<file path="src/mp2_pkg.sv">
// ---------------------------------------------------------------------------
// mp2_pkg: shared definitions for the 2x2 max pooling block
// Configuration register indexes, reset values, limits and the control
// bundle that passes from the sequencer to the datapath.
// ---------------------------------------------------------------------------
package mp2_pkg;

    localparam int CFG_W     = 7;
    localparam int CFG_IDX_W = 2;
    localparam int IDX_W     = 6;

    localparam logic [CFG_IDX_W-1:0] CFG_MAP_WIDTH     = 2'd0;
    localparam logic [CFG_IDX_W-1:0] CFG_MAP_HEIGHT    = 2'd1;
    localparam logic [CFG_IDX_W-1:0] CFG_CHANNEL_COUNT = 2'd2;

    localparam logic [CFG_W-1:0] WIDTH_RESET   = 7'd24;
    localparam logic [CFG_W-1:0] HEIGHT_RESET  = 7'd24;
    localparam logic [CFG_W-1:0] CHANNEL_RESET = 7'd20;

    localparam logic [CFG_W-1:0] HEIGHT_MIN    = 7'd2;
    localparam logic [CFG_W-1:0] HEIGHT_LIMIT  = 7'd64;
    localparam logic [CFG_W-1:0] CHANNEL_MIN   = 7'd1;
    localparam logic [CFG_W-1:0] CHANNEL_LIMIT = 7'd64;

    // Per-sample actions decided at the input.
    typedef struct packed {
        logic wr;    // store the pair maximum of an even row
        logic rd;    // read the stored pair maximum, a pooled value follows
        logic done;  // the pooled value closes the whole map
    } step_ctl_t;

endpackage

</file>
<file path="src/mp2_ram.sv">
// ---------------------------------------------------------------------------
// mp2_ram: generic single-port-write, single-port-read RAM
// One write and one registered read per cycle. The read data holds until
// the next read.
// ---------------------------------------------------------------------------
module mp2_ram #(
    parameter int WIDTH  = 16,
    parameter int DEPTH  = 32,
    localparam int ADDR_W = $clog2(DEPTH)
) (
    input  logic              clk,
    input  logic              we,
    input  logic [ADDR_W-1:0] waddr,
    input  logic [WIDTH-1:0]  wdata,
    input  logic              re,
    input  logic [ADDR_W-1:0] raddr,
    output logic [WIDTH-1:0]  rdata
);

    logic [WIDTH-1:0] mem [DEPTH];
    logic [WIDTH-1:0] rdata_reg;

    always_ff @(posedge clk)
    begin
        if (we)
        begin
            mem[waddr] <= wdata;
        end
        if (re)
        begin
            rdata_reg <= mem[raddr];
        end
    end

    assign rdata = rdata_reg;

endmodule

</file>
<file path="src/mp2_ctrl.sv">
// ---------------------------------------------------------------------------
// mp2_ctrl: position sequencer and pair maximum
// Holds the configuration registers, the column/row/channel counters and
// the running maximum of the current column pair, and decides per sample
// whether the line store is written or read.
// ---------------------------------------------------------------------------
module mp2_ctrl #(
    parameter int MAX_WIDTH   = 64,
    parameter int SAMPLE_BITS = 16,
    localparam int ADDR_W     = $clog2(MAX_WIDTH / 2)
) (
    input  logic                               clk,
    input  logic                               rst_n,
    input  logic                               cfg_write,
    input  logic [mp2_pkg::CFG_IDX_W-1:0]      cfg_index,
    input  logic [mp2_pkg::CFG_W-1:0]          cfg_data,
    input  logic                               accept,
    input  logic signed [SAMPLE_BITS-1:0]      pixel_value,
    output mp2_pkg::step_ctl_t                 step,
    output logic [ADDR_W-1:0]                  addr,
    output logic signed [SAMPLE_BITS-1:0]      pair_value
);

    localparam int CIDX_W = $clog2(MAX_WIDTH);
    localparam int COL_W  = $clog2(MAX_WIDTH + 1);

    logic [mp2_pkg::CFG_W-1:0] width_reg;
    logic [mp2_pkg::CFG_W-1:0] height_reg;
    logic [mp2_pkg::CFG_W-1:0] channel_reg;

    logic [CIDX_W-1:0]             col_reg, col_next;
    logic [mp2_pkg::IDX_W-1:0]     row_reg, row_next;
    logic [mp2_pkg::IDX_W-1:0]     ch_reg, ch_next;
    logic signed [SAMPLE_BITS-1:0] pair_reg, pair_next;

    logic [31:0]               width_raw, width_sat;
    logic [COL_W-1:0]          width_lim, width_even;
    logic [mp2_pkg::CFG_W-1:0] height_lim, height_even, channel_lim;
    logic [COL_W-1:0]          col_ext, col_inc;
    logic [mp2_pkg::CFG_W-1:0] row_inc, ch_inc, row_ext;
    logic                      in_window;

    // Configuration registers.
    always_ff @(posedge clk or negedge rst_n)
    begin
        if (!rst_n)
        begin
            width_reg   <= mp2_pkg::WIDTH_RESET;
            height_reg  <= mp2_pkg::HEIGHT_RESET;
            channel_reg <= mp2_pkg::CHANNEL_RESET;
        end
        else if (cfg_write)
        begin
            unique case (cfg_index)
                mp2_pkg::CFG_MAP_WIDTH:     width_reg   <= cfg_data;
                mp2_pkg::CFG_MAP_HEIGHT:    height_reg  <= cfg_data;
                mp2_pkg::CFG_CHANNEL_COUNT: channel_reg <= cfg_data;
                default:                    ;
            endcase
        end
    end

    // Saturate the sizes into their meaningful ranges.
    always_comb
    begin
        width_raw = 32'(width_reg);
        if (width_raw < 32'd2)
        begin
            width_sat = 32'd2;
        end
        else if (width_raw > 32'(MAX_WIDTH))
        begin
            width_sat = 32'(MAX_WIDTH);
        end
        else
        begin
            width_sat = width_raw;
        end
        width_lim  = width_sat[COL_W-1:0];
        width_even = {width_lim[COL_W-1:1], 1'b0};

        if (height_reg < mp2_pkg::HEIGHT_MIN)
        begin
            height_lim = mp2_pkg::HEIGHT_MIN;
        end
        else if (height_reg > mp2_pkg::HEIGHT_LIMIT)
        begin
            height_lim = mp2_pkg::HEIGHT_LIMIT;
        end
        else
        begin
            height_lim = height_reg;
        end
        height_even = {height_lim[mp2_pkg::CFG_W-1:1], 1'b0};

        if (channel_reg < mp2_pkg::CHANNEL_MIN)
        begin
            channel_lim = mp2_pkg::CHANNEL_MIN;
        end
        else if (channel_reg > mp2_pkg::CHANNEL_LIMIT)
        begin
            channel_lim = mp2_pkg::CHANNEL_LIMIT;
        end
        else
        begin
            channel_lim = channel_reg;
        end
    end

    // Per-sample decisions, pair maximum and position advance.
    always_comb
    begin
        col_ext = COL_W'(col_reg);
        col_inc = col_ext + COL_W'(1);
        row_ext = {1'b0, row_reg};
        row_inc = row_ext + 7'd1;
        ch_inc  = {1'b0, ch_reg} + 7'd1;

        if (col_reg[0])
        begin
            pair_next = (pixel_value > pair_reg) ? pixel_value : pair_reg;
        end
        else
        begin
            pair_next = pixel_value;
        end

        // An odd column inside the even-rounded width and inside the height.
        in_window = col_reg[0] && (col_ext < width_even) && (row_ext < height_lim);

        step.wr   = in_window && !row_reg[0];
        step.rd   = in_window && row_reg[0] && (row_ext < height_even);
        step.done = (col_inc >= width_even) && (row_inc >= height_even)
                    && (ch_inc >= channel_lim);

        col_next = col_reg;
        row_next = row_reg;
        ch_next  = ch_reg;
        if (col_inc >= width_lim)
        begin
            col_next = '0;
            if (row_inc >= height_lim)
            begin
                row_next = '0;
                if (ch_inc >= channel_lim)
                begin
                    ch_next = '0;
                end
                else
                begin
                    ch_next = ch_inc[mp2_pkg::IDX_W-1:0];
                end
            end
            else
            begin
                row_next = row_inc[mp2_pkg::IDX_W-1:0];
            end
        end
        else
        begin
            col_next = col_inc[CIDX_W-1:0];
        end
    end

    always_ff @(posedge clk or negedge rst_n)
    begin
        if (!rst_n)
        begin
            col_reg  <= '0;
            row_reg  <= '0;
            ch_reg   <= '0;
            pair_reg <= '0;
        end
        else if (accept)
        begin
            col_reg  <= col_next;
            row_reg  <= row_next;
            ch_reg   <= ch_next;
            pair_reg <= pair_next;
        end
    end

    // Only odd columns below the even-rounded width reach the store, so the
    // slot always fits the address.
    assign addr       = col_reg[ADDR_W:1];
    assign pair_value = pair_next;

endmodule

</file>
<file path="src/max_pool_2x2_stride2.sv">
// ---------------------------------------------------------------------------
// max_pool_2x2_stride2: streaming 2x2 max pooling, stride 2
// Samples arrive in channel-major raster order. Even rows leave the maximum
// of each column pair in a line store; odd rows combine it with their own
// pair maximum and emit one pooled value per window.
//
//   channel  | signals                               | direction
//   ---------+---------------------------------------+----------
//   input    | in_valid, in_ready, pixel_value       | in
//   output   | out_valid, out_ready, pooled_value,   | out
//            | map_done                              |
//   config   | cfg_write, cfg_index, cfg_data        | in
//
// One sample is taken per cycle; a pooled value follows the sample that
// completes its window through the line store read in the read stage and
// then the output register. The line store has one write and one read port,
// which sets the rate of one sample per cycle. Reset clears the counters and
// the pair maximum; the line store needs no clearing. A stalled output holds
// its transaction, and input is taken as long as the pending stage can drain.
// ---------------------------------------------------------------------------
module max_pool_2x2_stride2 #(
    parameter int MAX_WIDTH   = 64,
    parameter int SAMPLE_BITS = 16
) (
    input  logic                          clk,
    input  logic                          rst_n,
    input  logic                          cfg_write,
    input  logic [mp2_pkg::CFG_IDX_W-1:0] cfg_index,
    input  logic [mp2_pkg::CFG_W-1:0]     cfg_data,
    input  logic                          in_valid,
    output logic                          in_ready,
    input  logic signed [SAMPLE_BITS-1:0] pixel_value,
    output logic                          out_valid,
    input  logic                          out_ready,
    output logic signed [SAMPLE_BITS-1:0] pooled_value,
    output logic                          map_done
);

    localparam int STORE_DEPTH = MAX_WIDTH / 2;
    localparam int ADDR_W      = $clog2(STORE_DEPTH);

    mp2_pkg::step_ctl_t            step;
    logic [ADDR_W-1:0]             addr;
    logic signed [SAMPLE_BITS-1:0] pair_value;
    logic [SAMPLE_BITS-1:0]        store_rdata;
    logic signed [SAMPLE_BITS-1:0] stored_max;
    logic                          accept;
    logic                          s1_move;

    logic                          s1_valid_reg, s1_valid_next;
    logic signed [SAMPLE_BITS-1:0] s1_pair_reg;
    logic                          s1_done_reg;
    logic                          out_valid_reg, out_valid_next;
    logic signed [SAMPLE_BITS-1:0] pooled_reg;
    logic                          done_reg;

    mp2_ctrl #(
        .MAX_WIDTH   (MAX_WIDTH),
        .SAMPLE_BITS (SAMPLE_BITS)
    ) u_ctrl (
        .clk         (clk),
        .rst_n       (rst_n),
        .cfg_write   (cfg_write),
        .cfg_index   (cfg_index),
        .cfg_data    (cfg_data),
        .accept      (accept),
        .pixel_value (pixel_value),
        .step        (step),
        .addr        (addr),
        .pair_value  (pair_value)
    );

    mp2_ram #(
        .WIDTH (SAMPLE_BITS),
        .DEPTH (STORE_DEPTH)
    ) u_store (
        .clk   (clk),
        .we    (accept && step.wr),
        .waddr (addr),
        .wdata (pair_value),
        .re    (accept && step.rd),
        .raddr (addr),
        .rdata (store_rdata)
    );

    assign stored_max = $signed(store_rdata);

    // The read stage moves on whenever the output register is free or drains.
    assign s1_move  = s1_valid_reg && (!out_valid_reg || out_ready);
    assign in_ready = !s1_valid_reg || s1_move;
    assign accept   = in_valid && in_ready;

    always_comb
    begin
        if (accept)
        begin
            s1_valid_next = step.rd;
        end
        else if (s1_move)
        begin
            s1_valid_next = 1'b0;
        end
        else
        begin
            s1_valid_next = s1_valid_reg;
        end

        if (s1_move)
        begin
            out_valid_next = 1'b1;
        end
        else if (out_ready)
        begin
            out_valid_next = 1'b0;
        end
        else
        begin
            out_valid_next = out_valid_reg;
        end
    end

    always_ff @(posedge clk or negedge rst_n)
    begin
        if (!rst_n)
        begin
            s1_valid_reg  <= 1'b0;
            out_valid_reg <= 1'b0;
        end
        else
        begin
            s1_valid_reg  <= s1_valid_next;
            out_valid_reg <= out_valid_next;
        end
    end

    always_ff @(posedge clk)
    begin
        if (accept && step.rd)
        begin
            s1_pair_reg <= pair_value;
            s1_done_reg <= step.done;
        end
        if (s1_move)
        begin
            pooled_reg <= (s1_pair_reg > stored_max) ? s1_pair_reg : stored_max;
            done_reg   <= s1_done_reg;
        end
    end

    assign out_valid    = out_valid_reg;
    assign pooled_value = pooled_reg;
    assign map_done     = done_reg;

`ifndef SYNTH
    // The store is never written and read by the same sample.
    a_no_wr_rd: assert property (@(posedge clk) disable iff (!rst_n)
        !(step.wr && step.rd))
        else $error("line store written and read by one sample");

    // A sample that reads the store always lands in the read stage.
    a_rd_to_s1: assert property (@(posedge clk) disable iff (!rst_n)
        (accept && step.rd) |=> s1_valid_reg)
        else $error("store read lost before the read stage");

    // A blocked read stage keeps its pair maximum.
    a_s1_hold: assert property (@(posedge clk) disable iff (!rst_n)
        (s1_valid_reg && !s1_move) |=> (s1_valid_reg && $stable(s1_pair_reg)))
        else $error("read stage changed while blocked");

    // The read stage moves only into the output register.
    a_s1_to_out: assert property (@(posedge clk) disable iff (!rst_n)
        s1_move |=> out_valid_reg)
        else $error("pooled value dropped on the way out");

    // No sample is taken while the read stage is full and blocked.
    a_no_overrun: assert property (@(posedge clk) disable iff (!rst_n)
        (s1_valid_reg && out_valid_reg && !out_ready) |-> !accept)
        else $error("sample taken over a blocked read stage");
`endif

endmodule
</file>
<file path="config.mk">
export PLATFORM = sky130hd
export DESIGN_NAME = max_pool_2x2_stride2
export DESIGN_NICKNAME = d
export VERILOG_FILES = /design/src/mp2_pkg.sv /design/src/mp2_ram.sv /design/src/mp2_ctrl.sv /design/src/max_pool_2x2_stride2.sv
export SDC_FILE = /design/constraint.sdc
export NUM_CORES = 1
export LEC_CHECK = 0
export BUFFER_PORTS_ARGS = -buffer_cell sky130_fd_sc_hd__buf_2
export CAP_MARGIN = 10
export CORE_MARGIN = 2
export CORE_UTILIZATION = 55
export DETAILED_ROUTE_END_ITERATION = 10
export PLACE_DENSITY = 0.71
export SLEW_MARGIN = 15
export SYNTH_ARGS = -nofsm -noshare
export SYNTH_HDL_FRONTEND = slang
export SYNTH_SLANG_ARGS = --single-unit
</file>
<file path="constraint.sdc">
create_clock -name clk -period 10.45 [get_ports clk]
set_clock_uncertainty 0.05 [all_clocks]
set_input_delay 1.045 -clock clk [delete_from_list [all_inputs] [get_ports clk]]
set_output_delay 1.045 -clock clk [all_outputs]
set_load 0.05 [all_outputs]
</file>
==> reports/results.ini, run 1 <==
[sta]
period_minus_slack_ps = 4240
worst_pin_slew_ps = 1180
relSlewSlack_pct = 21.6
fin_crit_sh_pct = 40.5
final_hold_viol_count = 0
timing.final.ws_setup_ps = 6210
fin_hold_ws_ps = 423
clock.fmax_ghz = 0.236
setup_viol = 0
finalMaxSlewViolations = 0
tns_ps = 0
rsz0062_at_grt = no

[clock_tree]
htree_num_levels = 2
cts_buffer_depth = 3
post_cts_buffers = 0
cts.sinks = 619
clk_pin_slew_worst_paths_ps = 60
hold_buffers = 0
clk_latency_ps = 630
cts_inserted_buffers = 60
cts_tree = built
root_buffer = clkbuf_16
post_cts_resized = 0

[power_and_ir_drop]
combPwrFrac_pct = 22.6
ir_worst_vdd_mv = 0.178
p_per_area_nw_per_um2 = 246
net-switching-power_mw = 1.99
leakage_nw = 9.81
switching_share_pct = 28.2
power_mw = 7.05
intPower_mw = 5.06
p_seq_share_pct = 45.0
p_clk_share_pct = 32.3

[yosys]
async_flop_share_pct = 9.21
ys_types = 56
synth_top_cell_by_area = edfxtp_1
synth_top_area_share_pct = 66.3
synth_nets = 1436
netlist_area_sq_um = 25400
syn_area_per_cell_sq_um = 19.0
yosys-top-cells-area = edfxtp_1 66%, mux4_2 11%, dfrtp_1 5.0%
synthCells = 1337
synthMostInstantiatedCell = edfxtp_1
ys_seq_area_share_pct = 71.9
yosysWarnings = 0
synth_flop_cell = edfxtp_1
synthTopCellsByCount = 562 x edfxtp_1, 128 x mux4_2, 69 x ha_1, 64 x a22oi_1, 52 x nor2_1
synth-seq-cells = 619
synth_edf_count = 562

[floorplanning]
dieWidth_um = 219
die-area_sq_um = 48000
rows = 78
die_h_um = 219
core_area_sq_um = 45500
start_util_pct = 56.0
ioPinCount = 49

[worst_hold_path]
hp-class = reg -> reg
min_from = s1_done_reg$_DFFE_PP_

[layout]
num_antenna_cells = 0
area.growth.synth_to_final_pct = 12.7
fin_util_pct = 63.0
drive_gt1_share_pct = 27.2
largest_register_ff_count = 512
largest-register = u_store.mem
multi_input_area_sq_um = 6760
regArea_sq_um = 18300
fin_nets = 1536
fin_cells = 2088
final_area_sq_um = 28700
n_fill_cell = 3210

[drt]
dr.pass1.iters = 5
finalWirelength_mm = 60.2
vias_per_cell = 6.36
drt_iter0_drc = 1720
postRouteAntennaNets = 0
vias = 13285
drc = 0
avgRoutedWirePerCell_um = 28.8

[place]
dpl_cell_area_sq_um = 26600
dp_cells = 1975
post-place-ws_ps = 6000
hpwlAfterDp_mm = 35.1
numPortBuffers = 48
gp_congestion = 0.845

[global_routing]
grt_usage_pct = 26.0
grt_overflow_total = 0
grt_first_pass_wirelength_mm = 88.2
antenna_found_initial = 2
grt_busiest_layer = met2
grt_pass1_vias = 13352
use_met2_pct = 41.1
grt_use_met3_pct = 6.56
grtUsageMet1_pct = 36.2
grt_max_degree = 116

[worst_setup_path]
worstReg2RegStart = u_ctrl.height_reg[5]$_DFFE_PN0P_
end_kind = flop
worst-setup-path-type = reg -> reg
crit_arrival_ps = 4480
required_ps = 10690
cp-start-kind = flop
crit_start = u_ctrl.height_reg[5]$_DFFE_PN0P_
path_max_fanout = 11

[outcome]
status = completed

[flow_run]
drv_cap = 0

-- cell usage in the layout (no fill, tap or decap), types with 15 or more instances in the layout --
cell type	n
nand3_1	18
mux2_4	20
nor2_1	52
clkbuf_16	60
nand2b_1	15
mux4_2	128
a21oi_1	16
nand2_1	43
o21ai_0	25
nand4_1	22
a22oi_1	64
ha_1	69
buf_4	42
buf_2	48
mux2_2	48
inv_1	48
edfxtp_1	562
dfrtp_1	49
-- final cells by class --
class / count / share of cell area, %
clock buffer: 71 / 5.42
clock inverter: 42 / 1.86
inverter: 49 / 0.641
multi-input combinational: 616 / 23.6
sequential: 619 / 63.9
tap: 600 / 2.62
timing repair buffer: 91 / 2.01
-- cells by family after synthesis --
kind of cell / after synthesis / share of synthesized area [%]
buf+inv: 102 / 1.63
compound gates: 147 / 4.04
xor+xnor: 12 / 0.413
simple gates: 192 / 3.94
fa+ha+maj: 69 / 3.39
flops: 619 / 71.9
mux: 196 / 14.6
-- critical path, cell delays in order, from the launching register on --
cell	delay, ps
dfrtp_1	390
nor4_1	370
nor2_1	70
nor2_1	190
ha_1	260
nor2b_1	120
o21ai_0	150
a21oi_1	120
nor4_4	480
nand4_2	310
nor2_1	910
buf_4	470
-- power by group through the flow --
stage / clock (mW) / sequential [mW] / combinational (mW)
finish: 2.28 / 3.18 / 1.60
global route: 2.41 / 3.20 / 1.73
CTS: 2.31 / 3.18 / 1.60
detailed placement: 0 / 3.23 / 1.60
global placement: 0 / 3.22 / 1.56
floorplan: 0 / 3.15 / 1.19
-- metal layers --
layer	part of all wire [%]	up-vias	wire length, um
li1	-	5627	-
met1	38	6825	23200
met2	48	711	28800
met3	11	122	6500
met4	3.0	0	1800
met5	0	-	0
-- worst paths after layout --
path                                                       end  slack [ps]  depth (start not counted)
worst min register to register              map_done$_DFFE_PP_         420                          0
max in group asynchronous        u_ctrl.col_reg[2]$_DFFE_PN0P_        9280                          2
min in group asynchronous       u_ctrl.pair_reg[5]$_DFFE_PN0P_         510                          2
worst max-delay path              u_store.mem[11][5]$_DFFE_PP_        6210                         11
worst max register to register    u_store.mem[11][5]$_DFFE_PP_        6210                         11
worst min-delay path                        map_done$_DFFE_PP_         420                          0
No activity file was read; power rests on OpenSTA's default activity.
==> run 2: changes to the inputs <==
Settings changed: PLACE_DENSITY 0.71 to 0.74.
Clock period 10.45 ns to 3.8 ns, I/O delays scaled along.
==> run 2 against run 1 <==
- via count fell by 0.17%
- wire length shrank 6.4%
- sequential power rose to 2.7 times the previous value
- largest power group unchanged
- highest routed layer unchanged
==> reports/results.ini, run 2 (synthesis gave the netlist of run 1 again) <==
[outcome]
status = completed

[worst_setup_path]
cp-start-kind = flop
end_kind = flop
path_max_fanout = 13
worstReg2RegStart = u_ctrl.height_reg[5]$_DFFE_PN0P_
endpoint = u_store.mem[19][8]$_DFFE_PP_
ff2ff_setup_slack_ps = 240
rr_endpoint = u_store.mem[19][8]$_DFFE_PP_
rr_worst_depth = 11
worst-setup-path-type = reg -> reg
crit_arrival_ps = 3810
crit_start = u_ctrl.height_reg[5]$_DFFE_PN0P_
required_ps = 4050

[drt]
drc = 0
avgRoutedWirePerCell_um = 26.2
dr.pass1.iters = 5
drt_iter0_drc = 1480
postRouteAntennaNets = 0
vias = 13263
vias_per_cell = 6.18
finalWirelength_mm = 56.3

[sta]
fin_crit_sh_pct = 93.7
clock.fmax_ghz = 0.281
rsz0062_at_grt = no
period_minus_slack_ps = 3560
setup_viol = 0
relSlewSlack_pct = 30.1
final_hold_viol_count = 0
finalMaxSlewViolations = 0
tns_ps = 0
worst_pin_slew_ps = 1050

[floorplanning]
core_area_sq_um = 45500
die_h_um = 219
start_util_pct = 56.0
ioPinCount = 49
rows = 78
dieWidth_um = 219
die-area_sq_um = 48000

[clock_tree]
cts.sinks = 619
clk_latency_ps = 620
htree_num_levels = 2
cts_buffer_depth = 3
clk_pin_slew_worst_paths_ps = 60
cts_tree = built
cts_inserted_buffers = 60
root_buffer = clkbuf_16
post_cts_buffers = 0

[layout]
num_antenna_cells = 0
largest_register_ff_count = 512
layout_common_cells = 562 x edfxtp_1, 128 x mux4_2, 71 x buf_4
drive_gt1_share_pct = 28.3
area.growth.synth_to_final_pct = 14.5
fin_nets = 1595
largest-register = u_store.mem
final_area_sq_um = 29100
final_common_cell = edfxtp_1

[place]
dpl_cell_area_sq_um = 26900
numPortBuffers = 48
hpwlAfterDp_mm = 34.1
gp_congestion = 0.839

[worst_hold_path]
hp-class = in -> reg
min_from = in_valid

[global_routing]
antenna_found_initial = 0
grt_max_degree = 128
grt_overflow_total = 0
grt_pass1_vias = 13769
grt_usage_pct = 24.4
grt_first_pass_wirelength_mm = 85.5

[power_and_ir_drop]
p_per_area_nw_per_um2 = 671
leakage_nw = 10.0
ir_worst_vdd_mv = 0.708

[flow_run]
drv_cap = 0

==> run 2: changes by cell type in the layout (fill, tap and decap cells not counted), sizes merged <==
| cell | delta |
|---|---|
| buf | +34 |
| clkbuf | -5 |
| clkinv | +5 |
| clkinvlp | +3 |
| bufinv | -4 |
| dlygate4sd3 | +25 |
==> run 2: cell type report <==
| cell class | instances | area (sq um) |
|---|---|---|
| repair buffers | 150 | 1140 |
| clock buffers | 66 | 1520 |
| fillers | 3106 | 16300 |
| well taps | 600 | 751 |
| multi-input cells | 616 | 6760 |
| inverters | 49 | 184 |
| clock inverters | 46 | 455 |
| flip-flops and latches | 619 | 18300 |
==> run 2: power by group <==
group	switching [mW]	total [mW]	leakage, nW	internal [mW]
sequential	0.232	8.52	5.75	8.29
combinational	3.02	5.08	3.31	2.06
clock	2.51	5.95	0.959	3.44
total	5.76	19.6	10.0	13.8
==> run 2: worst min-delay path by stage <==
| stage | to | slack [ps] | cells after the start |
|---|---|---|---|
| floorplan | out_valid$_DFFE_PN0P_ | 30 | 0 |
| global placement | map_done$_DFFE_PP_ | 360 | 0 |
| detailed placement | map_done$_DFFE_PP_ | 370 | 0 |
| CTS | u_ctrl.col_reg[1]$_DFFE_PN0P_ | 100 | 3 |
| global route | u_ctrl.width_reg[6]$_DFFE_PN0P_ | 170 | 3 |
| finish | u_ctrl.col_reg[1]$_DFFE_PN0P_ | 120 | 3 |
==> run 2: timing repair <==
| action | 4_1_cts | 5_1_grt |
|---|---|---|
| hold buffers | 25 | 0 |
| hold endpoints to repair | 74 | 0 |
| gates resized for setup | 0 | 2 |
| endpoints found under the setup margin | 0 | 110 |
==> run 2: routing by layer <==
layer / track usage [%] / share of wire (%)
met5: 0 / 0
met4: 8.58 / 3.2
met3: 5.49 / 9.3
met2: 38.5 / 47
met1: 34.1 / 40
==> run 2: per-stage QoR <==
| step | worst slack (ps) | utilization (%) | total power [mW] | hold slack (ps) | std cells |
|---|---|---|---|---|---|
| 2_1_floorplan | 446 | - | 11.9 | 34.4 | 1337 |
| 3_3_place_gp | 248 | 59.1 | 13.5 | 364 | 2009 |
| 3_5_place_dp | 210 | 59.1 | 13.7 | 370 | 2009 |
| 4_1_cts | 177 | 64.0 | 19.6 | 102 | 2146 |
| 5_1_grt | 6.60 | 64.1 | 20.3 | 171 | 2146 |
| 6_report | 239 | 64.1 | 19.6 | 124 | 2146 |
==> run 2: critical path: stages, from the launching register on <==
cell     delay, ps
dfrtp_1        400
nor4_1         360
nor2_1          70
nor2_1         210
ha_1           270
nor2b_1        130
o21ai_0        140
a21oi_1        130
nor4_4         390
nand4_2        450
nor2_1         330
buf_4          310
==> run 3: changes to the inputs <==
Settings changed: CORE_UTILIZATION 55 to 56, GPL_TIMING_DRIVEN set to 0, HOLD_SLACK_MARGIN set to 0.05, PLACE_DENSITY 0.74 to 0.75.
==> run 3 against run 2 <==
- cell count grew 2.0%
- combinational power grew 5.1%
- global-route usage increased by 1.9 points
- die area down 1.8%
- first-iteration DRC count increased by 15%
- fmax grew 0.14%
- non-clock buffer count increased by 44
- setup slack gained 4.9 ps
- clock-buffer cell count up 3
- clock power down 2%
- power up 0.73%
- sequential share of layout area shrank 1.1 points
- largest power group unchanged
- highest routed layer unchanged
==> reports/results.ini, run 3 (synthesis gave the netlist of run 1 again) <==
[worst_setup_path]
required_ps = 4250
crit_arrival_ps = 4010
cp-start-kind = flop
ff2ff_setup_slack_ps = 240
path_max_fanout = 10
worst-setup-path-type = reg -> reg
end_kind = flop

[drt]
postRouteAntennaNets = 0
vias = 14032
drc = 0
avgRoutedWirePerCell_um = 28.2
vias_per_cell = 6.41
dr.pass1.iters = 6
finalWirelength_mm = 61.7
drt_iter0_drc = 1698

[layout]
area.growth.synth_to_final_pct = 16.4
largest_register_ff_count = 512
fin_cells = 2189
drive_gt1_share_pct = 31.2
fin_nets = 1639
layout_common_cells = 562 x edfxtp_1, 128 x mux4_2, 69 x ha_1
n_fill_cell = 2947
final_common_cell = edfxtp_1
largest-register = u_store.mem
num_antenna_cells = 0

[global_routing]
grt_max_degree = 58
antenna_found_initial = 0
grt_usage_pct = 26.4
grtUsageMet1_pct = 36.7
grt_first_pass_wirelength_mm = 89.6
use_met2_pct = 41.3
grt_overflow_total = 0
grt_pass1_vias = 13760
grt_use_met3_pct = 6.22
grt_busiest_layer = met2

[sta]
fin_crit_sh_pct = 93.6
final_hold_viol_count = 0
worst_pin_slew_ps = 1160
finalMaxSlewViolations = 0
setup_viol = 0
period_minus_slack_ps = 3560
clock.fmax_ghz = 0.281
relSlewSlack_pct = 21.7

[power_and_ir_drop]
intPower_mw = 13.5
power_mw = 19.7
leakage_nw = 10.1
p_per_area_nw_per_um2 = 665
net-switching-power_mw = 6.16
p_seq_share_pct = 43.2
ir_worst_vdd_mv = 0.495
p_clk_share_pct = 29.7
combPwrFrac_pct = 27.1
switching_share_pct = 31.3

[clock_tree]
cts_tree = built
cts_inserted_buffers = 60
root_buffer = clkbuf_16
cts.sinks = 619
clk_latency_ps = 630
clk_pin_slew_worst_paths_ps = 60
htree_num_levels = 2
cts_buffer_depth = 3

[floorplanning]
die_h_um = 217
start_util_pct = 56.4
core_area_sq_um = 45100
die-area_sq_um = 47200
ioPinCount = 49
rows = 78
dieWidth_um = 217

[worst_hold_path]
hp-class = in -> reg

[flow_run]
drv_cap = 0

[outcome]
status = completed

[place]
gp_congestion = 0.931
numPortBuffers = 48
dp_cells = 2017
hpwlAfterDp_mm = 39.5

## run 3: power groups by stage
stage | clock, mW | combinational (mW) | sequential [mW]
6_report | 5.85 | 5.34 | 8.51
5_1_grt | 6.16 | 5.66 | 8.54
4_1_cts | 5.89 | 5.18 | 8.50
3_5_place_dp | 0 | 5.13 | 8.63
3_3_place_gp | 0 | 4.95 | 8.62
2_1_floorplan | 0 | 3.28 | 8.65
## run 3: worst paths after layout
path	start	end	cells past startpoint
max	u_ctrl.col_reg[1]$_DFFE_PN0P_	u_ctrl.ch_reg[0]$_DFFE_PN0P_	13
min	cfg_index[0]	u_ctrl.width_reg[6]$_DFFE_PN0P_	3
max reg2reg	u_ctrl.col_reg[1]$_DFFE_PN0P_	u_ctrl.ch_reg[0]$_DFFE_PN0P_	13
min reg2reg	s1_done_reg$_DFFE_PP_	map_done$_DFFE_PP_	0
max in group asynchronous	rst_n	u_ctrl.col_reg[1]$_DFFE_PN0P_	2
min in group asynchronous	rst_n	u_ctrl.pair_reg[5]$_DFFE_PN0P_	2
## run 3: through the flow
step	setup slack (ps)	area [sq um]	hold slack (ps)	TNS [ps]	util, %
2_1_floorplan	446	25400	34.4	0	-
3_3_place_gp	-679	26400	410	-311500	58.6
3_5_place_dp	-680	26900	397	-22050	59.7
4_1_cts	-163	29200	128	-18510	64.7
5_1_grt	-11.6	29600	175	-11.6	65.7
6_report	244	29600	156	0	65.7
## run 3: repair_timing
item	in CTS	in global routing
setup buffers	4	34
endpoints found under the hold margin	90	0
setup endpoints to repair	246	555
gates cloned	0	0
pin swaps	1	14
hold buffers	25	0
resized for setup	17	37
## run 3: metal layers
metal | share of wire [%] | routed length [um] | up-vias
met3 | 11 | 6790 | 156
li1 | - | - | 5850
met2 | 47 | 29200 | 897
met1 | 38 | 23200 | 7129
met5 | 0 | 0 | -
met4 | 4.1 | 2520 | 0
## run 3: critical path, stage by stage (launching register included)
cell      delay [ps]
dfrtp_2          480
clkbuf_4         310
buf_4            290
nand3_1          150
nor2_1           160
xor2_1           260
ha_1             290
a21o_1           190
a221oi_1         370
o21ai_1          240
nand3_1          210
clkbuf_2         230
nor3_1            60
a21o_1           150
## run 3: cell type report
class	count	area (sq um)	share of cell area [%]
sequential	619	18300	61.8
multi-input combinational	616	7010	23.6
clock buffer	69	1580	5.32
timing repair buffer	143	1200	4.07
tap	600	751	2.53
clock inverter	42	352	1.19
buffer	51	246	0.832
inverter	49	184	0.621
